[src/rtl/log_grid_bilinear_table_interp_unit_macros.svh]
// assertion helpers for the rtl
`ifndef LOG_GRID_BILINEAR_TABLE_INTERP_UNIT_MACROS_SVH
`define LOG_GRID_BILINEAR_TABLE_INTERP_UNIT_MACROS_SVH

// cond must never be seen at a clock edge out of reset
`define LGBI_NEVER(lbl, cond, msg) \
  lbl: assert property (@(posedge clk) disable iff (!rst_n) !(cond)) else $error(msg);

// ante implies cons in the same cycle
`define LGBI_IMPLIES(lbl, ante, cons, msg) \
  lbl: assert property (@(posedge clk) disable iff (!rst_n) (ante) |-> (cons)) \
    else $error(msg);

`endif

[src/rtl/lgbi_pkg.sv]
package lgbi_pkg;

  localparam int DATA_W     = 24;
  localparam int PTS_W      = 7;
  localparam int IDX_W      = 12;
  localparam int PHASE_W    = 8;
  localparam int REQ_W      = 2;
  localparam int QTY_W      = 2;
  localparam int CFG_IDX_W  = 3;
  localparam int CLAMP_W    = 11;

  localparam int MAX_DENSITY_POINTS_DEF = 64;
  localparam int MAX_TEMP_POINTS_DEF    = 64;
  localparam int NUM_QUANTITIES_DEF     = 4;
  localparam int FRAC_BITS_DEF          = 16;

  // accept register to result register
  localparam int PIPE_LAT  = 11;
  localparam int OUT_DEPTH = 16;

  typedef enum logic [REQ_W-1:0] {
    REQ_WR_VALUE = 2'd0,
    REQ_WR_PHASE = 2'd1,
    REQ_INTERP   = 2'd2,
    REQ_PHASE    = 2'd3
  } req_e_t;

  typedef enum logic [CFG_IDX_W-1:0] {
    CFG_DENSITY_START = 3'd0,
    CFG_TEMP_START    = 3'd1,
    CFG_DENSITY_INV   = 3'd2,
    CFG_TEMP_INV      = 3'd3,
    CFG_DENSITY_PTS   = 3'd4,
    CFG_TEMP_PTS      = 3'd5,
    CFG_PHASE_PRESENT = 3'd6
  } cfg_reg_e_t;

  typedef struct packed {
    logic [REQ_W-1:0]         req_type;
    logic [QTY_W-1:0]         quantity;
    logic [IDX_W-1:0]         entry_index;
    logic signed [DATA_W-1:0] entry_value;
    logic [PHASE_W-1:0]       entry_phase;
    logic signed [DATA_W-1:0] log_density;
    logic signed [DATA_W-1:0] log_temp;
  } in_beat_t;

  typedef struct packed {
    logic signed [DATA_W-1:0] interp_value;
    logic [PHASE_W-1:0]       phase_code;
  } out_beat_t;

  typedef struct packed {
    logic [CFG_IDX_W-1:0] reg_index;
    logic [DATA_W-1:0]    wdata;
  } cfg_beat_t;

  typedef struct packed {
    logic signed [DATA_W-1:0] density_start;
    logic signed [DATA_W-1:0] temp_start;
    logic [DATA_W-1:0]        density_inv;
    logic [DATA_W-1:0]        temp_inv;
    logic [PTS_W-1:0]         density_pts;
    logic [PTS_W-1:0]         temp_pts;
    logic                     phase_on;
  } cfg_regs_t;

  localparam cfg_regs_t CFG_RESET = '{
    density_start: '0,
    temp_start:    '0,
    density_inv:   24'd65536,
    temp_inv:      24'd65536,
    density_pts:   7'd2,
    temp_pts:      7'd2,
    phase_on:      1'b0
  };

  typedef struct packed {
    logic   valid;
    req_e_t req;
    logic [QTY_W-1:0] qty;
  } item_ctl_t;

  typedef struct packed {
    logic [IDX_W-1:0]         entry_index;
    logic signed [DATA_W-1:0] entry_value;
    logic [PHASE_W-1:0]       entry_phase;
  } wr_fields_t;

  function automatic logic [CLAMP_W-1:0] clamp_points(input logic [PTS_W-1:0] n,
                                                      input logic [CLAMP_W-1:0] maxn);
    logic [CLAMP_W-1:0] nx;
    nx = CLAMP_W'(n);
    if (nx < CLAMP_W'(2)) begin
      return CLAMP_W'(2);
    end else if (nx > maxn) begin
      return maxn;
    end
    return nx;
  endfunction

endpackage

[src/rtl/lgbi_axis_map.sv]
module lgbi_axis_map
  import lgbi_pkg::*;
#(
  parameter int FRAC_BITS = FRAC_BITS_DEF,
  parameter int IW        = 6,
  parameter int NW        = 7
) (
  input  logic                     clk,
  input  logic signed [DATA_W-1:0] q,
  input  logic signed [DATA_W-1:0] start,
  input  logic [DATA_W-1:0]        step_inv,
  input  logic [NW-1:0]            n,
  output logic [IW-1:0]            cell_idx,
  output logic [FRAC_BITS:0]       frac,
  output logic [IW-1:0]            near_idx
);

  localparam int PW = 16 + FRAC_BITS;
  localparam int SH = 32 - FRAC_BITS;
  localparam int MW = 2 * DATA_W;
  localparam logic [FRAC_BITS:0] ONE = {1'b1, {FRAC_BITS{1'b0}}};
  localparam logic [PW:0] HALF = (PW+1)'(1) << (FRAC_BITS - 1);

  logic signed [DATA_W:0] diff;
  logic [DATA_W-1:0]      d_r;
  logic [MW-1:0]          prod_r;
  logic [PW-1:0]          pos, top_pos, pos_r;
  logic [NW-1:0]          n_m1, n_m2;
  logic [IW-1:0]          i_raw, i_cl;
  logic [PW-1:0]          fr_full;
  logic [FRAC_BITS:0]     fr;
  logic [PW:0]            near_sum;
  logic [IW:0]            near_raw;
  logic [IW-1:0]          near_cl;

  assign diff    = (DATA_W+1)'(q) - (DATA_W+1)'(start);
  assign n_m1    = n - NW'(1);
  assign n_m2    = n - NW'(2);
  assign top_pos = PW'(n_m1) << FRAC_BITS;
  assign pos     = prod_r[MW-1:SH];

  // cell below the point, clamped so the upper neighbour stays on the grid
  assign i_raw   = pos_r[FRAC_BITS +: IW];
  assign i_cl    = (NW'(i_raw) > n_m2) ? IW'(n_m2) : i_raw;
  assign fr_full = pos_r - (PW'(i_cl) << FRAC_BITS);
  assign fr      = (fr_full > PW'(ONE)) ? ONE : fr_full[FRAC_BITS:0];

  // nearest grid line
  assign near_sum = {1'b0, pos_r} + HALF;
  assign near_raw = near_sum[FRAC_BITS +: IW+1];
  assign near_cl  = ((NW+1)'(near_raw) > (NW+1)'(n_m1)) ? IW'(n_m1) : near_raw[IW-1:0];

  always_ff @(posedge clk) begin
    d_r      <= diff[DATA_W] ? '0 : diff[DATA_W-1:0];
    prod_r   <= {{DATA_W{1'b0}}, d_r} * {{DATA_W{1'b0}}, step_inv};
    pos_r    <= (pos > top_pos) ? top_pos : pos;
    cell_idx <= i_cl;
    frac     <= fr;
    near_idx <= near_cl;
  end

endmodule

[config.mk]
export PLATFORM = sky130hd
export DESIGN_NAME = lgbi_axis_map
export DESIGN_NICKNAME = d
export VERILOG_FILES = /design/src/rtl/log_grid_bilinear_table_interp_unit_macros.svh /design/src/rtl/lgbi_pkg.sv /design/src/rtl/lgbi_axis_map.sv
export SDC_FILE = /design/constraint.sdc
export NUM_CORES = 2
export LEC_CHECK = 0
export BUFFER_PORTS_ARGS = -buffer_cell sky130_fd_sc_hd__buf_2
export CORE_MARGIN = 5
export CORE_UTILIZATION = 35
export CTS_CLUSTER_SIZE = 14
export DETAILED_ROUTE_END_ITERATION = 10
export PLACE_DENSITY_LB_ADDON = 0.2
export SLEW_MARGIN = 20
export SYNTH_ARGS = -nofsm -noshare
export SYNTH_HDL_FRONTEND = slang
export SYNTH_SLANG_ARGS = --single-unit
export TNS_END_PERCENT = 100
[constraint.sdc]
create_clock -name clk -period 8.1 [get_ports clk]
set_input_delay 0.81 -clock clk [delete_from_list [all_inputs] [get_ports clk]]
set_output_delay 0.81 -clock clk [all_outputs]
set_load 0.05 [all_outputs]
## Word-level counts from Yosys, hierarchy flattened

Cells that the tools add are included.

| word-level totals | value |
|---|---|
| latch bits | 0 |
| ROM bits | 0 |
| word-level logic and storage cells | 20 |
| register bits after elaboration | 133 |
| RAM bits | 0 |
| memories | 0 |
| output and inout port bits | 29 |

| cells by class | value |
|---|---|
| equal/unequal tests | 0 |
| bitwise gates (word level) | 0 |
| $lt $le $gt $ge | 4 |
| multiply operators | 1 |
| reductions and logical operators | 0 |
| div/mod/pow operators | 0 |
| add/sub/neg operators | 5 |
| shifts and indexed selects | 0 |
| mux-type cells | 3 |

Operators by type and width:

| operator | number |
|---|---|
| $mul A24 B24 Y48 | 1 |
| $gt A32 B17 Y1 const B | 1 |
| $gt A32 B23 Y1 | 1 |
| $sub A32 B22 Y32 | 1 |
| $sub A24 B24 Y25 | 1 |
| $add A23 B16 Y23 const B | 1 |
| $mux W23 | 1 |
| $mux W6 | 2 |
| $gt A6 B7 Y1 | 1 |
| $gt A7 B7 Y1 | 1 |
| $sub A7 B1 Y7 const B | 1 |
| $sub A7 B2 Y7 const B | 1 |

## Depth between registers and ports, before layout

| depth | value |
|---|---|
| depth after elaboration | 5 |
| gate-level depth with buffers | 26 |
| mapped depth without buffers | 25 |

## Worst setup path before layout

No wires, ideal clock.

| timing path | value |
|---|---|
| path kind | input -> register |
| start point | input port step_inv[9] |
| end point | register prod_r[42] |
| required time | 7969 ps |
| buffers on the path | 2 |
| cell stages on the path | 23 |
| library setup time | 131 ps |
| data arrival time | 6941 ps |
| slack | 1028 ps |
| path through | clkbuf_1 > nand2_1 > fa_1 > fa_1 > inv_1 > fa_1 > fa_1 > fa_1 > fa_1 > inv_1 > fa_1 > inv_1 > ha_1 > clkbuf_1 > a21oi_1 > o21ai_0 > nor4_1 > nor4_1 > a2111oi_0 > nand2_1 > a21o_1 > a2111oi_0 > nor3_1 |

| on the way | value |
|---|---|
| cells in the longest elaborated chain, start to end | 1 |

RTL lines:

| element | line | source |
|---|---|---|
| start: declaration | lgbi_axis_map.sv:11 | `input logic [DATA_W-1:0] step_inv,` |
| $mul A24 B24 Y48 | lgbi_axis_map.sv:55 | `prod_r <= {{DATA_W{1'b0}}, d_r} * {{DATA_W{1'b0}}, step_inv};` |
| end signal: assignment | lgbi_axis_map.sv:55 |  |
| end: declaration | lgbi_axis_map.sv:26 | `logic [MW-1:0] prod_r;` |

No other way between the ends.
A chain may end at the register's enable or synchronous reset.

## Final worst setup path

| timing path | value |
|---|---|
| start point | register d_r[8] |
| end point | register prod_r[46] |

| on the way | value |
|---|---|
| cells in the longest elaborated chain, start to end | 1 |

RTL lines:

| element | line | source |
|---|---|---|
| start: declaration | lgbi_axis_map.sv:25 | `logic [DATA_W-1:0] d_r;` |
| start signal: assignment | lgbi_axis_map.sv:54 | `d_r <= diff[DATA_W] ? '0 : diff[DATA_W-1:0];` |
| $mul A24 B24 Y48 | lgbi_axis_map.sv:55 |  |

No other way between the ends.

==> results.md <==
* Status: finished, final reports clean
* DR DRC count at 0
* TritonCTS buffer count at 17
* # hold bufs at CTS at 0
* Die W at approximately 270 µm
* Placed cell areas at roughly 0.025 mm²
* Worst Path Max Fanout at 20
* Finished Cell Area at between 0.02 and 0.03 mm²
* Seq cells post-synth at 117
* Mux contribution to synthesized area at 0.5574%
* Final hold vios at 0
* Crit path arrival time at between 7 and 8 ns
* Largest stage delay, worst path at roughly 0.97 ns
* Slew headroom at about a third
* TNS Setup at 0 ns
* Die footprint at 0.07262 mm²
* First-pass GRT wire length at 103900 µm
* Reg2reg start: d_r[8]$_SDFF_PP0_
* Port Buffers at 108
* RSZ-0062 raised after global routing: no
* Non-filler cells, final at about 3600
* Post-synthesis compound-gate area fraction at 5.038%
* CTS tree: yes
* Fin crit share at between 90% and 100%
* HP Class: reg2reg
* YS warnings at 0
* Initial antenna violation count at 5
* Drt first pass iters at 5
* Area Overhead vs Synth at 9.163%
* Worst R2R Path Depth at 21
* Clock latency on the worst-skew pair at approximately 0.44 ns
* Worst r2r dst: prod_r[46]$_DFF_P_
* Post-Synth Simple-Gate Area at 17.13%
* Critical-path top delay cell: dfxtp_1
* CTS Root Cell: clkbuf_16
* Post-Syn Instances at between 2000 and 3000
* Layout Nets at roughly 3500
* CP Data Required Time at 8.42 ns
* Layout cells sized above 1 at around 7.0%
* Num ports at roughly 110
* Family with the most delay on the worst path: adder cells
* Post-synth top area share at 41.03%
* Final ANT Viol Nets at 0
* Clock skew at around 0.0085 ns
* Critical path buffers and inverters at 3
* Main combinational cell family by area after synthesis: adder cells
* Via count at 16931
* Final HPWL DP at about 54000 µm
* Crit Path Category: reg2reg
* Row count at 95
* 1st-iter DRT viols at between 900 and 1000
* Worst-Margin Slew at around 1.0 ns
* Fmax at ~130 MHz
* Post-synth top flop: dfxtp_1
* Unique masters post-synth at 53
* Synthesized cell area at 0.02357 mm²
* Drt total wl at around 63000 µm
* Post-CTS resize count at 0
* Chip Height at about 270 µm
* Top post-synthesis cells by count: inv_1 (632), fa_1 (483), nand2_1 (322)
* Placed cells at around 3600
* # clock sinks at 117
* CP endpoint kind: flip-flop
* Total of max-cap violations at 0
* Min-Delay Startpoint: pos_r[6]$_SDFF_PN0_
* GPL Wtd Cong at ~0.87
* WL/cell at roughly 18 µm
* Vias in the first global route at roughly 19000
* Crit path time final at about 7.5 ns
* GRT overflow at 0
* Yosys top cell by area: fa_1
* Post-synth ARST share at 0%
* Max-slew violation count at 0
* H-tree depth at 4
* Count leader, synth: inv_1
* Area share of fa/ha/maj cells after synthesis at 52.92%
* Seq/Total Area, Yosys at ~10%
* Hold Path Sink: frac[6]$_SDFF_PN0_
* Postcts setup bufs at 0
* Worst path most repeated cell: fa_1
* All-Layer GR Usage at 17.84%
* Via density at 4.712
* EDFF count, synth at 0
* Core Box Area at approximately 0.067 mm²
* Final Setup Violations at 0
* Starting Density at 35.22%
* Clock slew at reported path FFs at approximately 0.060 ns
* CP Cell Sequence: nand2_1, fa_1, inv_1, fa_1, fa_1, fa_1, fa_1, fa_1, inv_1, fa_1, inv_1, ha_1, a21oi_1, o21ai_0, nor4_1, nor4_1, a2111oi_0, a21oi_1, a21oi_1, o21ai_0, xnor2_1
* FF-to-FF setup slack at around 0.63 ns
* Largest net degree at the start of global routing at 26
* Largest cells by area after synthesis: fa_1 (41%), ha_1 (12%), inv_1 (10%)
* Hold depth at 2
* Syn avg cell area at around 8.9 µm²
* CTS max path bufs at 2
* Xor and xnor area share after synthesis at under 10%
* Startpoint Class: flip-flop
==> final cells by class <==
type / count / area (µm²)
fillers: 6782 / 41190
multi-input cells: 1787 / 18470
inverters: 632 / 2372
flip-flops and latches: 117 / 2344
well taps: 873 / 1092
repair buffers: 151 / 900.9
clock buffers: 19 / 442.9
clock inverters: 13 / 102.6
diodes: 1 / 2.502
==> kinds of logic after synthesis <==
family / after synthesis
xor gates and xnor gates: 69
and+or+nand+nor: 804
DFF: 117
buffers and inverters: 741
muxes: 13
other: 1
AOI/OAI and AO/OA: 185
adders and majority gates: 707
==> metal layers <==
metal	GRT usage (%)	vias up	part of all wire, %	routed length [µm]
met3	3.965	53	6.5	4124
met5	0	-	0.032	20
met2	27.94	459	44	28020
li1	-	7919	-	-
met1	25.70	8498	48	29990
met4	3.428	2	1.4	896
==> per-stage QoR <==
stage / hold slack, ns / util, % / setup WS, ns
global placement: 0.4224 / 37.62 / 0.4155
detailed placement: 0.4214 / 37.63 / 0.3212
global route: 0.4453 / 38.44 / 0.09839
finish: 0.4233 / 38.44 / 0.6261
floorplan: 0.4080 / - / 1.028
CTS: 0.4289 / 38.44 / 0.5895
==> tightest hold or removal path, stage by stage, from the launching register on <==
cell and delay (ns):
dfxtp_1 0.31, inv_1 0.05, nor2_1 0.03
==> flip-flops by register name (all words and copies together), names as in the netlist <==
| name | flops |
|---|---|
| frac | 17 |
| d_r | 24 |
| pos_r | 32 |
| prod_r | 32 |
| cell_idx | 6 |
| near_idx | 6 |
==> how the worst max path moves through the flow <==
| stage | cells past startpoint | startpoint | to | slack (ns) |
|---|---|---|---|---|
| global placement | 24 | step_inv[9] | prod_r[47]$_DFF_P_ | 0.42 |
| CTS | 21 | d_r[8]$_SDFF_PP0_ | prod_r[46]$_DFF_P_ | 0.59 |
| floorplan | 23 | step_inv[9] | prod_r[42]$_DFF_P_ | 1.03 |
| detailed placement | 22 | step_inv[9] | prod_r[46]$_DFF_P_ | 0.32 |
| global route | 21 | d_r[8]$_SDFF_PP0_ | prod_r[46]$_DFF_P_ | 0.1 |
| finish | 21 | d_r[8]$_SDFF_PP0_ | prod_r[46]$_DFF_P_ | 0.63 |
==> cell usage in the layout (no fill, tap or decap), types with 13 or more instances in the layout <==
cell	count
inv_1	632
fa_1	483
nand2_1	322
and2_1	311
ha_1	224
dfxtp_1	116
buf_2	108
nor2_1	69
a21oi_1	55
o21ai_0	41
buf_4	40
xnor2_1	37
xor2_1	32
a21o_1	32
nand3_1	17
clkbuf_16	17
nor3_1	15
nor2b_1	13
Power is left out: the tool's default activity adds up to more than one toggle a clock period on the data nets, which glitch-free logic cannot reach.
