<file path="src/rtl/log_grid_bilinear_table_interp_unit_macros.svh">
// assertion helpers for the rtl
`ifndef LOG_GRID_BILINEAR_TABLE_INTERP_UNIT_MACROS_SVH
`define LOG_GRID_BILINEAR_TABLE_INTERP_UNIT_MACROS_SVH

// cond must never be seen at a clock edge out of reset
`define LGBI_NEVER(lbl, cond, msg) \
  lbl: assert property (@(posedge clk) disable iff (!rst_n) !(cond)) else $error(msg);

// ante implies cons in the same cycle
`define LGBI_IMPLIES(lbl, ante, cons, msg) \
  lbl: assert property (@(posedge clk) disable iff (!rst_n) (ante) |-> (cons)) \
    else $error(msg);

`endif

</file>
<file path="src/rtl/lgbi_pkg.sv">
package lgbi_pkg;

  localparam int DATA_W     = 24;
  localparam int PTS_W      = 7;
  localparam int IDX_W      = 12;
  localparam int PHASE_W    = 8;
  localparam int REQ_W      = 2;
  localparam int QTY_W      = 2;
  localparam int CFG_IDX_W  = 3;
  localparam int CLAMP_W    = 11;

  localparam int MAX_DENSITY_POINTS_DEF = 64;
  localparam int MAX_TEMP_POINTS_DEF    = 64;
  localparam int NUM_QUANTITIES_DEF     = 4;
  localparam int FRAC_BITS_DEF          = 16;

  // accept register to result register
  localparam int PIPE_LAT  = 11;
  localparam int OUT_DEPTH = 16;

  typedef enum logic [REQ_W-1:0] {
    REQ_WR_VALUE = 2'd0,
    REQ_WR_PHASE = 2'd1,
    REQ_INTERP   = 2'd2,
    REQ_PHASE    = 2'd3
  } req_e_t;

  typedef enum logic [CFG_IDX_W-1:0] {
    CFG_DENSITY_START = 3'd0,
    CFG_TEMP_START    = 3'd1,
    CFG_DENSITY_INV   = 3'd2,
    CFG_TEMP_INV      = 3'd3,
    CFG_DENSITY_PTS   = 3'd4,
    CFG_TEMP_PTS      = 3'd5,
    CFG_PHASE_PRESENT = 3'd6
  } cfg_reg_e_t;

  typedef struct packed {
    logic [REQ_W-1:0]         req_type;
    logic [QTY_W-1:0]         quantity;
    logic [IDX_W-1:0]         entry_index;
    logic signed [DATA_W-1:0] entry_value;
    logic [PHASE_W-1:0]       entry_phase;
    logic signed [DATA_W-1:0] log_density;
    logic signed [DATA_W-1:0] log_temp;
  } in_beat_t;

  typedef struct packed {
    logic signed [DATA_W-1:0] interp_value;
    logic [PHASE_W-1:0]       phase_code;
  } out_beat_t;

  typedef struct packed {
    logic [CFG_IDX_W-1:0] reg_index;
    logic [DATA_W-1:0]    wdata;
  } cfg_beat_t;

  typedef struct packed {
    logic signed [DATA_W-1:0] density_start;
    logic signed [DATA_W-1:0] temp_start;
    logic [DATA_W-1:0]        density_inv;
    logic [DATA_W-1:0]        temp_inv;
    logic [PTS_W-1:0]         density_pts;
    logic [PTS_W-1:0]         temp_pts;
    logic                     phase_on;
  } cfg_regs_t;

  localparam cfg_regs_t CFG_RESET = '{
    density_start: '0,
    temp_start:    '0,
    density_inv:   24'd65536,
    temp_inv:      24'd65536,
    density_pts:   7'd2,
    temp_pts:      7'd2,
    phase_on:      1'b0
  };

  typedef struct packed {
    logic   valid;
    req_e_t req;
    logic [QTY_W-1:0] qty;
  } item_ctl_t;

  typedef struct packed {
    logic [IDX_W-1:0]         entry_index;
    logic signed [DATA_W-1:0] entry_value;
    logic [PHASE_W-1:0]       entry_phase;
  } wr_fields_t;

  function automatic logic [CLAMP_W-1:0] clamp_points(input logic [PTS_W-1:0] n,
                                                      input logic [CLAMP_W-1:0] maxn);
    logic [CLAMP_W-1:0] nx;
    nx = CLAMP_W'(n);
    if (nx < CLAMP_W'(2)) begin
      return CLAMP_W'(2);
    end else if (nx > maxn) begin
      return maxn;
    end
    return nx;
  endfunction

endpackage

</file>
<file path="src/rtl/lgbi_chan_if.sv">
interface lgbi_chan_if #(
  parameter type beat_t = logic
);
  logic  valid;
  logic  ready;
  beat_t data;

  modport source (output valid, output data, input ready);
  modport sink   (input valid, input data, output ready);
endinterface

</file>
<file path="src/rtl/lgbi_out_fifo.sv">
`include "log_grid_bilinear_table_interp_unit_macros.svh"

module lgbi_out_fifo
  import lgbi_pkg::*;
(
  input  logic      clk,
  input  logic      rst_n,
  input  logic      take,
  input  logic      push,
  input  out_beat_t push_beat,
  output logic      credit_ok,
  lgbi_chan_if.source out_ch
);

  localparam int PTR_W = $clog2(OUT_DEPTH);
  localparam int CNT_W = $clog2(OUT_DEPTH + 1);

  out_beat_t        buf_r [OUT_DEPTH];
  logic [PTR_W-1:0] wr_ptr_r, wr_ptr_nxt, rd_ptr_r, rd_ptr_nxt;
  logic [CNT_W-1:0] fill_r, fill_nxt, credit_r, credit_nxt;
  logic             pop;

  assign out_ch.valid = (fill_r != '0);
  assign out_ch.data  = buf_r[rd_ptr_r];
  assign pop          = out_ch.valid && out_ch.ready;
  // every beat in flight already owns a slot
  assign credit_ok    = credit_r < CNT_W'(OUT_DEPTH);

  always_comb begin
    wr_ptr_nxt = push ? wr_ptr_r + PTR_W'(1) : wr_ptr_r;
    rd_ptr_nxt = pop ? rd_ptr_r + PTR_W'(1) : rd_ptr_r;
    fill_nxt   = fill_r + CNT_W'(push) - CNT_W'(pop);
    credit_nxt = credit_r + CNT_W'(take) - CNT_W'(pop);
  end

  always_ff @(posedge clk) begin
    if (!rst_n) begin
      wr_ptr_r <= '0;
      rd_ptr_r <= '0;
      fill_r   <= '0;
      credit_r <= '0;
    end else begin
      wr_ptr_r <= wr_ptr_nxt;
      rd_ptr_r <= rd_ptr_nxt;
      fill_r   <= fill_nxt;
      credit_r <= credit_nxt;
    end
  end

  always_ff @(posedge clk) begin
    if (push) begin
      buf_r[wr_ptr_r] <= push_beat;
    end
  end

  `LGBI_NEVER(a_no_overflow, push && !pop && (fill_r == CNT_W'(OUT_DEPTH)), "result fifo overflow")
  `LGBI_NEVER(a_fill_in_credit, fill_r > credit_r, "more results stored than accepted")
  `LGBI_IMPLIES(a_take_has_room, take, credit_r < CNT_W'(OUT_DEPTH), "beat taken without room")

endmodule

</file>
<file path="src/flat_wrapper.sv">
// flat-port wrapper written by rule: the top's interface ports become plain ports
module lgbi_out_fifo_flat import lgbi_pkg::*;
  (clk, rst_n, take, push, push_beat, credit_ok, out_ch_valid, out_ch_data, out_ch_ready);
  lgbi_chan_if out_ch_i ();
  input  logic clk;
  input  logic rst_n;
  input  logic take;
  input  logic push;
  input  out_beat_t push_beat;
  output logic credit_ok;
  output wire logic [$bits(out_ch_i.valid)-1:0] out_ch_valid;
  output wire logic [$bits(out_ch_i.data)-1:0] out_ch_data;
  input wire logic [$bits(out_ch_i.ready)-1:0] out_ch_ready;
  assign out_ch_valid = out_ch_i.valid;
  assign out_ch_data = out_ch_i.data;
  assign out_ch_i.ready = out_ch_ready;
  lgbi_out_fifo u_core (.clk(clk), .rst_n(rst_n), .take(take), .push(push), .push_beat(push_beat), .credit_ok(credit_ok), .out_ch(out_ch_i));
endmodule
</file>
<file path="config.mk">
export PLATFORM = sky130hd
export DESIGN_NAME = lgbi_out_fifo_flat
export DESIGN_NICKNAME = d
export VERILOG_FILES = /design/src/rtl/lgbi_pkg.sv /design/src/rtl/lgbi_chan_if.sv /design/src/rtl/lgbi_out_fifo.sv /design/src/flat_wrapper.sv
export VERILOG_INCLUDE_DIRS = /design/src /design/src/rtl
export SDC_FILE = /design/constraint.sdc
export NUM_CORES = 1
export LEC_CHECK = 0
export ABC_AREA = 1
export BUFFER_PORTS_ARGS = -buffer_cell sky130_fd_sc_hd__buf_2
export CORE_MARGIN = 3
export CORE_UTILIZATION = 58
export DETAILED_ROUTE_END_ITERATION = 12
export PLACE_DENSITY = 0.91
export SKIP_LAST_GASP = 1
export SYNTH_ARGS = -nofsm -noshare
export SYNTH_HDL_FRONTEND = slang
export SYNTH_SLANG_ARGS = --single-unit
</file>
<file path="constraint.sdc">
create_clock -name clk -period 4.12 [get_ports clk]
set_input_delay 0.824 -clock clk [delete_from_list [all_inputs] [get_ports clk]]
set_output_delay 0.824 -clock clk [all_outputs]
set_load 0.02 [all_outputs]
</file>
# Word level (Yosys, flattened, before mapping)
# Memories as Yosys holds them, arrays and structs flattened. A register that Yosys moved wholly into a read port is not among the register bits.
# Index checks and enable logic that the tools add are counted.
[word_totals]
register_bits = 18
ram_bits = 512
inputBits = 37
output_inout_bits = 3
word_cells = 18
n_memories = 1
[memory_table]
columns = ["name", "depth", "width", "rd", "rd_clocked_by_memory_dff", "wr", "line", "text"]
rows = [
  ["u_core.buf_r", 16, 32, 1, 1, 1, "lgbi_out_fifo.sv:18", "out_beat_t buf_r [OUT_DEPTH];"],
]
[op_classes]
addsub = 6
order_cmp = 1
n_mux = 4
reduce_logical = 2
[op_table]
columns = ["op", "count"]
rows = [
  ["adder 5 x 1 -> 5 bit", 2],
  ["subtractor 5 x 1 -> 5 bit", 2],
  ["adder 4 x 1 -> 4 bit, second input constant", 2],
  ["two-way mux 4 bit", 2],
  ["< comparator 5 bit, second input constant", 1],
  ["nonzero test 5 bit", 1],
  ["two-way mux 1 bit", 2],
  ["logical AND 1 bit", 1],
]

# Logic depth before layout (Yosys ltp)
# Gate-level depths: netlist of run 1.
[depth]
depth_word = 4
ltp_mapped = 17
ltp_nobuf = 17

# Worst setup path before layout of run 1
# OpenSTA, ideal clock, no wires.
[synth_timing]
path_type = "input port to flip-flop"
from = "in out_ch_ready"
to = "reg u_core.fill_r[4]"
setup_ns = 0.113
t_arrival_ns = 2.184
t_required_ns = 4.007
setup_slack_ns = 1.824
stages = 12
path_buffers = 0
cell_sequence = "nand2_4 inv_2 ha_1 inv_1 ha_1 fa_1 nand2_1 a21oi_1 nor2_1 nand2_1 nand2_1 nor2_1"
[synth_via]
elab_chain_cells = 2
[synth_rtl]
columns = ["element", "line", "text"]
rows = [
  ["start, declared", "flat_wrapper.sv:13", "input wire logic [$bits(out_ch_i.ready)-1:0] out_ch_ready;"],
  ["logical AND 1 bit", "lgbi_out_fifo.sv:25", "assign pop = out_ch.valid && out_ch.ready;"],
  ["subtractor 5 x 1 -> 5 bit", "lgbi_out_fifo.sv:32", "fill_nxt = fill_r + CNT_W'(push) - CNT_W'(pop);"],
  ["end signal, assigned", "lgbi_out_fifo.sv:45", "fill_r <= fill_nxt;"],
  ["end, declared", "lgbi_out_fifo.sv:20", "logic [CNT_W-1:0] fill_r, fill_nxt, credit_r, credit_nxt;"],
]
# Every way passes these cells.
# A chain may end at the register's enable or synchronous reset.

# Final worst setup path of run 1
[layout_timing]
from = "reg u_core.fill_r[2]"
to = "reg u_core.credit_r[4]"
[layout_via]
elab_chain_cells = 3
[layout_rtl]
columns = ["element", "line", "text"]
rows = [
  ["nonzero test 5 bit", "lgbi_out_fifo.sv:23", "assign out_ch.valid = (fill_r != '0);"],
  ["logical AND 1 bit", "lgbi_out_fifo.sv:25", ""],
  ["subtractor 5 x 1 -> 5 bit", "lgbi_out_fifo.sv:33", "credit_nxt = credit_r + CNT_W'(take) - CNT_W'(pop);"],
  ["end signal, assigned", "lgbi_out_fifo.sv:46", "credit_r <= credit_nxt;"],
  ["end, declared", "lgbi_out_fifo.sv:20", ""],
]
# Every way passes these cells.

==> metrics.txt, run 1 <==
hpwl dp=2330 um; Worst slew margin=74.7%; Worst-Skew Late Latency=0.34 ns; die width=64.0 um; post-synthesis sequential area ratio=47.2%; Worst-Margin Slew=0.379 ns; H-tree depth=2; reg2reg setup slack=1.79 ns; commonest cells in the netlist=nand2_1 (50), inv_1 (44), nor2_1 (38); setup TNS=0 ns; Leak=1.01 nW; GPL Wtd Cong=0.787; post-route insts no fill=290; largest area contributor in the netlist=edfxtp_1; min cycle time layout=2.33 ns; Hold Crit Class=reg2reg; Crit path buffers/inverters=5; RSZ-0062 raised after global routing=no; Final Hold Fails=0; clk sinks=38; asr flop ratio synth=0%; Layout area overhead=8.53%; R2R depth=17; routed vias/inst=4.76; Synth warnings=0; post-CTS setup buffers=0; Total GRT Usage=17.2%; wire length per cell=10.1 um; WHS Path Cells=4; I/O pin cnt=40; Syn Area/Cell=8.38 um2; CTS tree=done; final instance area=2120 um2; via count=1,379; Req. time, crit path=4.41 ns; Num CTS Buffers=5; Resize count post-CTS=0; Die ar.=4100 um2; Min Hold Slack=0.547 ns; count leader, synth=nand2_1; Pre-antenna DRT Iters=4; core area=3130 um2; worst r2r src=u_core.fill_r[2]$_SDFF_PN0_; Fill cells=242; Fmax=430 MHz; antenna violation net count after detailed routing=0; Total Routed Length=2920 um; net count reported at finish=300; hold_sp=u_core.rd_ptr_r[3]$_SDFFE_PN0N_; share of layout cells above drive strength 1=11.0%; syn_nets=288; Initial Util=62.4%; dpl ws=1.54 ns; Synth area leaders=edfxtp_1 (25%), dfxtp_1 (23%), ha_1 (10%); outcome=finished, final reports clean; CP Max Fanout=5; # hold bufs at CTS=0; total gr overflow=0; synthesized instance count=233; Seq cells post-synth=38; Final Slew Violations=0; max cap viols=0; placed instance area=2020 um2; Critical Path Max Stage Delay=0.38 ns; Worst Skew=0.0117 ns; CP endpoint kind=flop; CTS Buffer Depth=2; die height=64.0 um; count of cell types in the netlist=25; clock root buffer=clkbuf_4; Rows=20; CP cell instances=inv_1 -> ha_1 -> nand3_4 -> nand2_4 -> inv_2 -> ha_1 -> inv_1 -> ha_1 -> inv_1 -> fa_1 -> inv_1 -> nand2_1 -> nand2_1 -> a21oi_1 -> nand2_1 -> nand2_1 -> nor2_1; Crit path max-delay family=adder cells; vias in the first global route=1,368; Synth top area share=24.6%; Inserted Diodes=0; largest net degree at the start of global routing=17; Pwr Density=604 nW/um2; DR iter-0 viols=37; DRC=0; maximum vdd drop=0.366 mV; Mapped Area=1950 um2; final setup vio count=0; leading register cell type out of synthesis=dfxtp_1; Tcrit/Tclk final=56.4%; Post-synth EDFFs=16; Critical Path Start Type=flop; register clock-pin slew on the reported worst setup and hold paths=0.13 ns; worst reg2reg endpoint=u_core.credit_r[4]$_SDFF_PN0_; crit path DAT=2.61 ns; slowest CP cell=fa_1; DP Cell Count=282; Setup Crit Path Kind=reg2reg; IO Port Bufs=8; initial antenna violation count=0; setup ws final=1.79 ns; global-route wire length before repair=5460 um
[cells in the final DEF (no fill, tap or decap)]
cell,count
nor2_4,1
clkbuf_4,5
nor2_1,38
and3_1,1
dfxtp_1,22
inv_6,1
o21a_1,1
inv_2,2
ha_1,16
nand4_1,1
edfxtp_1,16
nand2_1,50
bufinv_16,1
fa_1,2
nand3_1,14
clkbuf_16,1
a21oi_2,1
nand3_4,1
o21ai_0,1
nand2_4,1
nor2_2,2
inv_1,44
a21oi_1,7
nand2_2,2
o21ai_1,2
clkinv_4,1
xor2_1,4
buf_2,8
[cell type report]
type / count / area, um2 / share of cell area [%]
clock inverters: 2 / 38.8 / 1.83
multi-input cells: 145 / 820 / 38.7
clock buffers: 6 / 62.6 / 2.95
flip-flops and latches: 38 / 921 / 43.5
inverters: 47 / 181 / 8.56
repair buffers: 8 / 40.0 / 1.89
well taps: 44 / 55.1 / 2.60
[report_power, final]
part	internal, mW	total (mW)	leakage (nW)	switching [mW]
combinational	0.194	0.482	0.627	0.288
clock	0.166	0.294	0.0536	0.129
sequential	0.452	0.503	0.326	0.0505
[cell families (layout without fill, tap and decap cells)]
logic type / Yosys count / in the layout / synth area share [%]
AO/OA/AOI/OAI: 12 / 12 / 3.40
AND/OR/NAND/NOR: 111 / 111 / 24.5
flip-flops: 38 / 38 / 47.2
buffers and inverters: 50 / 63 / 10.8
adder cells (fa/ha/maj): 18 / 18 / 12.3
XOR/XNOR: 4 / 4 / 1.79
[metal layers]
metal  up-vias  wire length, um  global-route usage, %  part of all wire (%)
li1        744                -                      -                     -
met1       606             1270                   18.0                    44
met2        19             1470                   30.8                    50
met3        10               95                   3.87                   3.3
met4         0               78                   10.2                   2.7
met5         -                0                      0                     0
[worst register-to-register path: stages (launching register included)]
cell     delay [ns]
dfxtp_1        0.35
inv_1          0.06
ha_1           0.22
nand3_4        0.10
nand2_4        0.06
inv_2          0.14
ha_1           0.25
inv_1          0.06
ha_1           0.15
inv_1          0.05
fa_1           0.38
inv_1          0.06
nand2_1        0.06
nand2_1        0.06
a21oi_1        0.07
nand2_1        0.06
nand2_1        0.04
nor2_1         0.09
[how the worst max path moves through the flow]
stage | start | endpoint | slack [ns] | cells after the start
floorplan | out_ch_ready | u_core.fill_r[4]$_SDFF_PN0_ | 1.82 | 12
global placement | out_ch_ready | u_core.fill_r[4]$_SDFF_PN0_ | 1.58 | 13
detailed placement | out_ch_ready | u_core.fill_r[4]$_SDFF_PN0_ | 1.54 | 13
CTS | flop | out_ch_data | 1.76 | 7
global route | u_core.fill_r[3]$_SDFF_PN0_ | u_core.credit_r[4]$_SDFF_PN0_ | 1.54 | 17
finish | u_core.fill_r[2]$_SDFF_PN0_ | u_core.credit_r[4]$_SDFF_PN0_ | 1.79 | 17
[metrics by stage]
step | utilization, % | total power [mW]
floorplan | - | 0.906
global placement | 64.5 | 0.969
detailed placement | 64.5 | 0.998
CTS | 67.7 | 1.29
global route | 67.7 | 1.40
finish | 67.7 | 1.28
Power figures use the tool's default switching activity.
==> inputs of run 2 (changes only) <==
Settings changed: CORE_UTILIZATION 58 to 49, PLACE_DENSITY 0.91 to 0.82.
Clock period 4.12 ns to 2 ns, I/O delays scaled along.
==> run 2 against run 1 <==
- the run now ends with setup timing left
- largest cell class unchanged
- critical path type unchanged
- register-to-register slack got worse by 1.9 ns
- count of clock-buffer cells in the layout rose by 1
- sequential share of layout area fell by 5.1 points
- critical path depth fell by 2
- hold slack got worse by 0.10 ns
- largest power group is now combinational cells
==> metrics.txt, run 2 (synthesis gave the netlist of run 1 again) <==
outcome=finished, violations left; violated checks=setup timing; setup TNS=-0.266 ns (-0.266 ns); DR iter-0 viols=75 (+100%); IO Port Bufs=8 (unchanged); Total GRT Usage=17.5% (+0.31 points); max cap viols=0 (unchanged); initial antenna violation count=0 (unchanged); Fill cells=292 (+21%); most frequent cells in the layout=nand2_1 (47), inv_1 (39), nor2_1 (37); routed vias/inst=4.73 (-0.48%); Worst-Skew Late Latency=0.29 ns (-0.05 ns); Sw Share=35.6% (-0.97 points); hold_sp=take; Tcrit/Tclk final=107% (+51 points); min cycle time layout=2.15 ns (-0.179 ns); fin util=64.3% (-3.4 points); most common cell after layout, fill and taps aside=nand2_1; vias in the first global route=1,504 (+9.9%); H-tree depth=2 (unchanged); die width=69.1 um (+8.0%); wire length per cell=12.3 um (+23%); Hold Crit Class=in2reg; Leak=1.12 nW (+11%); net count reported at finish=320 (+6.7%); overall power=3.40 mW (+170%); Rows=22 (+10%); global-route wire length before repair=6620 um (+21%); total gr overflow=0 (unchanged); die height=69.1 um (+8.0%); Final Slew Violations=0 (unchanged); Worst slew margin=81.7% (+6.9 points); worst r2r src=u_core.fill_r[2]$_SDFF_PN0_; Worst Skew=0.00168 ns (-0.0100 ns); Die ar.=4780 um2 (+17%); largest net degree at the start of global routing=17 (unchanged); share of layout cells above drive strength 1=25.6% (+15 points); sequential share of power=30.8% (-8.5 points); Layout area overhead=23.3%; Final Hold Fails=0 (unchanged); Total Routed Length=3880 um (+33%); CP Max Fanout=3 (-2); post-route insts no fill=314 (+8.3%); Fmax=466 MHz (+8.4%); register clock-pin slew on the reported worst setup and hold paths=0.08 ns (-0.05 ns); GPL Wtd Cong=0.742 (-5.7%); Pre-antenna DRT Iters=4 (unchanged); Initial Util=52.1% (-10 points); DP Cell Count=295 (+4.6%); Req. time, crit path=2.20 ns (-2.21 ns); hpwl dp=2300 um (-1.3%); via count=1,486 (+7.8%); P_sw=1.21 mW (+160%); DRC=0 (unchanged); crit path DAT=2.34 ns (-0.27 ns); Comb pwr share=46.8% (+9.1 points); CTS Buffer Depth=2 (unchanged); Setup crit start=u_core.fill_r[2]$_SDFF_PN0_; Critical Path Start Type=flop; Worst-Margin Slew=0.275 ns (-0.104 ns); I/O pin cnt=40 (unchanged); antenna violation net count after detailed routing=0 (unchanged); CTS tree=done; Setup Crit Path Kind=reg2reg; CP endpoint kind=flop; maximum vdd drop=0.954 mV (+160%); RSZ-0062 raised after global routing=yes; Inserted Diodes=0 (unchanged); Num CTS Buffers=5 (unchanged); clk sinks=38 (unchanged); setup ws final=-0.146 ns (-1.94 ns); clock root buffer=clkbuf_8; Clock power frac=22.4% (-0.6 points); core area=3740 um2 (+20%); Pwr Density=1410 nW/um2 (+130%); final setup vio count=2 (+2); Cell Int Power=2.19 mW (+170%)
[run 2: cell types whose count changed in the layout (fill, tap and decap cells not counted), moves of 3 or more]
cell / previous run / this run
buf_4: 0 / 19
clkbuf_4: 5 / 0
clkbuf_8: 0 / 6
dfxtp_1: 22 / 19
dfxtp_2: 0 / 3
ha_1: 16 / 11
ha_4: 0 / 5
inv_1: 44 / 39
inv_2: 2 / 6
nand2_1: 50 / 47
nand2_2: 2 / 5
[run 2: area by class of cell]
class / count / area [um2] / share of cell area, %
clock buffers: 7 / 108 / 4.47
clock inverters: 1 / 30.0 / 1.25
inverters: 47 / 186 / 7.74
multi-input cells: 145 / 905 / 37.6
flip-flops and latches: 38 / 925 / 38.4
well taps: 48 / 60.1 / 2.49
repair buffers: 28 / 194 / 8.06
[run 2: routing by layer]
layer  track usage (%)  vias up  share of wire [%]
li1                  -      780                  -
met2              31.5       22                 54
met5                 0        -                  0
met3              4.37        6                2.6
met4              7.81        0                1.4
met1              19.1      678                 42
[run 2: path summary, 6_finish.rpt]
kind                                endpoint  slack [ns]  cells after the start
min reg2reg  u_core.rd_ptr_r[1]$_SDFFE_PN0N_        0.54                      2
max reg2reg      u_core.fill_r[4]$_SDFF_PN0_       -0.15                     15
max              u_core.fill_r[4]$_SDFF_PN0_       -0.15                     15
min            u_core.credit_r[0]$_SDFF_PN0_        0.44                      4
[run 2: timing repair]
action                     4_1_cts  5_1_grt
hold buffers                     0        0
gates resized for setup          9        4
gates cloned                     0        0
buffers inserted                 6        5
setup endpoints to repair        2        4
pin swaps                       10        9
[run 2: power groups by stage]
stage | combinational (mW) | sequential [mW] | clock (mW)
5_1_grt | 1.81 | 1.06 | 0.806
2_1_floorplan | 0.928 | 1.03 | 0
3_3_place_gp | 1.16 | 1.05 | 0
4_1_cts | 1.41 | 1.04 | 0.766
6_report | 1.59 | 1.05 | 0.764
3_5_place_dp | 1.21 | 1.06 | 0
[run 2: worst max-delay path: stages, from the launching register on]
cell	delay, ns
dfxtp_2	0.33
inv_2	0.07
ha_4	0.14
nand3_4	0.07
nand2_4	0.10
inv_6	0.05
ha_4	0.25
inv_2	0.04
ha_4	0.15
fa_2	0.36
nand2_2	0.08
a21oi_2	0.06
nor2_2	0.15
nand2_2	0.08
nand2_2	0.08
nor2_1	0.04
[run 2: per-stage QoR]
| stage | setup slack, ns | instance area, um2 | hold slack [ns] |
|---|---|---|---|
| 2_1_floorplan | -0.0865 | 2000 | 0.487 |
| 3_3_place_gp | -0.0721 | 2140 | 0.504 |
| 3_5_place_dp | -0.105 | 2140 | 0.509 |
| 4_1_cts | -0.0554 | 2360 | 0.445 |
| 5_1_grt | -0.254 | 2410 | 0.456 |
| 6_report | -0.146 | 2410 | 0.443 |
==> inputs of run 3 (changes only) <==
--- a/config.mk
+++ b/config.mk
@@ -10,7 +10,7 @@
 export BUFFER_PORTS_ARGS = -buffer_cell sky130_fd_sc_hd__buf_2
 export CORE_MARGIN = 3
-export CORE_UTILIZATION = 49
+export CORE_UTILIZATION = 40
 export DETAILED_ROUTE_END_ITERATION = 12
-export PLACE_DENSITY = 0.82
+export PLACE_DENSITY = 0.71
 export SKIP_LAST_GASP = 1
 export SYNTH_ARGS = -nofsm -noshare
==> constraint.sdc (replaced) <==
create_clock -name clk -period 2 [get_ports clk]
set_input_delay 0.1 -clock clk [delete_from_list [all_inputs] [get_ports clk]]
set_output_delay 0.1 -clock clk [all_outputs]
set_load 0.02 [all_outputs]
==> run 3 against run 2 <==
- final cell count up 4.8%
- critical path type unchanged
- power down 4.1%
- sequential power about the same
- count of clock-buffer cells in the layout unchanged
- the run still ends with setup timing left
- register-to-register slack better by 0.03 ns
- fmax up 1.5%
- largest cell class unchanged
- setup slack better by 0.032 ns
- die area up 20%
- flip-flop and latch count unchanged
==> metrics.txt, run 3 (synthesis gave the netlist of run 1 again) <==
violated checks=setup timing; Most common cell on crit path=ha_4; Initial Util=43.0% (-9.1 points); Leak=1.11 nW (-0.97%); net count reported at finish=318 (-0.63%); Critical Path Max Stage Delay=0.40 ns (+0.04 ns); Layout area overhead=23.4% (about the same); Worst Skew=0.0137 ns (+0.0120 ns); wire length per cell=9.81 um (-21%); maximum vdd drop=0.772 mV (-19%); slowest CP cell=fa_2; Req. time, crit path=2.18 ns (-0.02 ns); Final Slew Violations=0 (unchanged); Pwr Density=1360 nW/um2 (-4.1%); Fill cells=401 (+37%); min cycle time layout=2.11 ns (-0.0320 ns); Inserted Diodes=0 (unchanged); core area=4530 um2 (+21%); Rows=24 (+9.1%); Total GRT Usage=12.8% (-4.6 points); GPL Wtd Cong=0.786 (+5.9%); outcome=finished, violations left; Num CTS Buffers=5 (unchanged); Critical Path Start Type=flop; Worst-Skew Late Latency=0.29 ns (about the same); CTS Buffer Depth=2 (unchanged); placed instance area=2150 um2 (+0.64%); CTS tree=done; I/O pin cnt=40 (unchanged); clock root buffer=clkbuf_8; Hold Crit Class=in2reg; # hold bufs at CTS=0 (unchanged); fin util=53.1% (-11 points); most common cell after layout, fill and taps aside=nand2_1; die height=75.9 um (+9.8%); overall power=3.26 mW (-4.1%); CP Max Fanout=3 (unchanged); vias in the first global route=1,327 (-12%); most frequent cells in the layout=nand2_1 (47), inv_1 (38), nor2_1 (37); Fmax=473 MHz (+1.5%); hpwl dp=2280 um (-0.99%); largest net degree at the start of global routing=17 (unchanged); clk sinks=38 (unchanged); RSZ-0062 raised after global routing=yes; antenna violation net count after detailed routing=0 (unchanged); total gr overflow=0 (unchanged); via count=1,410 (-5.1%); Worst slew margin=73.4% (-8.3 points); global-route wire length before repair=5570 um (-16%); Setup Crit Path Kind=reg2reg; final instance area=2410 um2 (about the same); CP endpoint kind=flop; Total Routed Length=3230 um (-17%); register clock-pin slew on the reported worst setup and hold paths=0.08 ns (about the same); initial antenna violation count=0 (unchanged); die width=75.9 um (+9.8%); Pre-antenna DRT Iters=4 (unchanged); Crit path buffers/inverters=3 (unchanged); routed vias/inst=4.29 (-9.4%); H-tree depth=2 (unchanged); max cap viols=0 (unchanged); Tcrit/Tclk final=106% (-1.6 points); share of layout cells above drive strength 1=25.0% (-0.56 points); CP cell instances=inv_2 -> ha_4 -> nand3_4 -> nand2_4 -> inv_6 -> ha_4 -> inv_2 -> ha_4 -> fa_2 -> nand2_2 -> a21oi_2 -> nor2_2 -> nand2_1 -> nand2_1 -> nor2_1; setup ws final=-0.114 ns (+0.0320 ns); Worst-Margin Slew=0.399 ns (+0.124 ns); IO Port Bufs=8 (unchanged); DR iter-0 viols=30 (-60%); DRC=0 (unchanged); crit path DAT=2.29 ns (-0.05 ns); Crit path max-delay family=adder cells; final setup vio count=1 (-1); Final Hold Fails=0 (unchanged); Die ar.=5750 um2 (+20%)
## run 3: changes by cell type in the layout (fill, tap and decap cells not counted), sizes merged
| cell | change |
|---|---|
| buf | -2 |
## run 3: path summary, 6_finish.rpt
check,start,to,slack (ns),cells past startpoint
setup / recovery,u_core.fill_r[2]$_SDFF_PN0_,u_core.fill_r[4]$_SDFF_PN0_,-0.11,15
hold / removal,take,u_core.credit_r[0]$_SDFF_PN0_,0.13,4
setup reg to reg,u_core.fill_r[2]$_SDFF_PN0_,u_core.fill_r[4]$_SDFF_PN0_,-0.11,15
hold reg to reg,u_core.rd_ptr_r[2]$_SDFFE_PN0N_,u_core.rd_ptr_r[2]$_SDFFE_PN0N_,0.52,2
## run 3: cell type report
| class | instances | area (um2) | share of cell area (%) |
|---|---|---|---|
| sequential | 38 | 923 | 38.3 |
| tap | 65 | 81.3 | 3.38 |
| multi-input combinational | 145 | 905 | 37.6 |
| inverter | 47 | 186 | 7.74 |
| clock buffer | 7 | 108 | 4.47 |
| clock inverter | 1 | 30.0 | 1.25 |
| timing repair buffer | 26 | 175 | 7.27 |
## run 3: metal layers
metal	GRT usage, %	up-vias	part of all wire (%)
li1	-	772	-
met1	15.5	623	46
met2	21.0	13	50
met3	3.69	2	2.9
met4	5.83	0	1.5
met5	0	-	0
## run 3: where the power goes
part | switching [mW] | internal [mW] | leakage (nW) | total (mW)
logic | 0.754 | 0.728 | 0.709 | 1.48
registers | 0.104 | 0.936 | 0.327 | 1.04
clock network | 0.262 | 0.482 | 0.0696 | 0.743
## run 3: what timing repair did
item                       CTS  global route
setup buffers                4             6
pin swaps                    6             8
setup endpoints to repair    2             2
resized for setup           10             2
## run 3: worst reg2reg max path: cells and delay by family, from the launching register on
family / cells / cell delay, ns
AO/OA/AOI/OAI: 1 / 0.06
adder cells (fa/ha/maj): 4 / 0.94
buffers and inverters: 3 / 0.16
flip-flops: 1 / 0.33
AND/OR/NAND/NOR: 7 / 0.52
## run 3: metrics by stage
step	setup slack, ns	cells	hold WS (ns)	TNS, ns
6_report	-0.114	329	0.133	-0.114
5_1_grt	-0.240	329	0.131	-0.403
4_1_cts	-0.0945	323	0.129	-0.101
3_5_place_dp	-0.102	311	0.416	-0.197
3_3_place_gp	-0.0673	311	0.412	-0.115
2_1_floorplan	-0.0865	233	0.199	-0.156
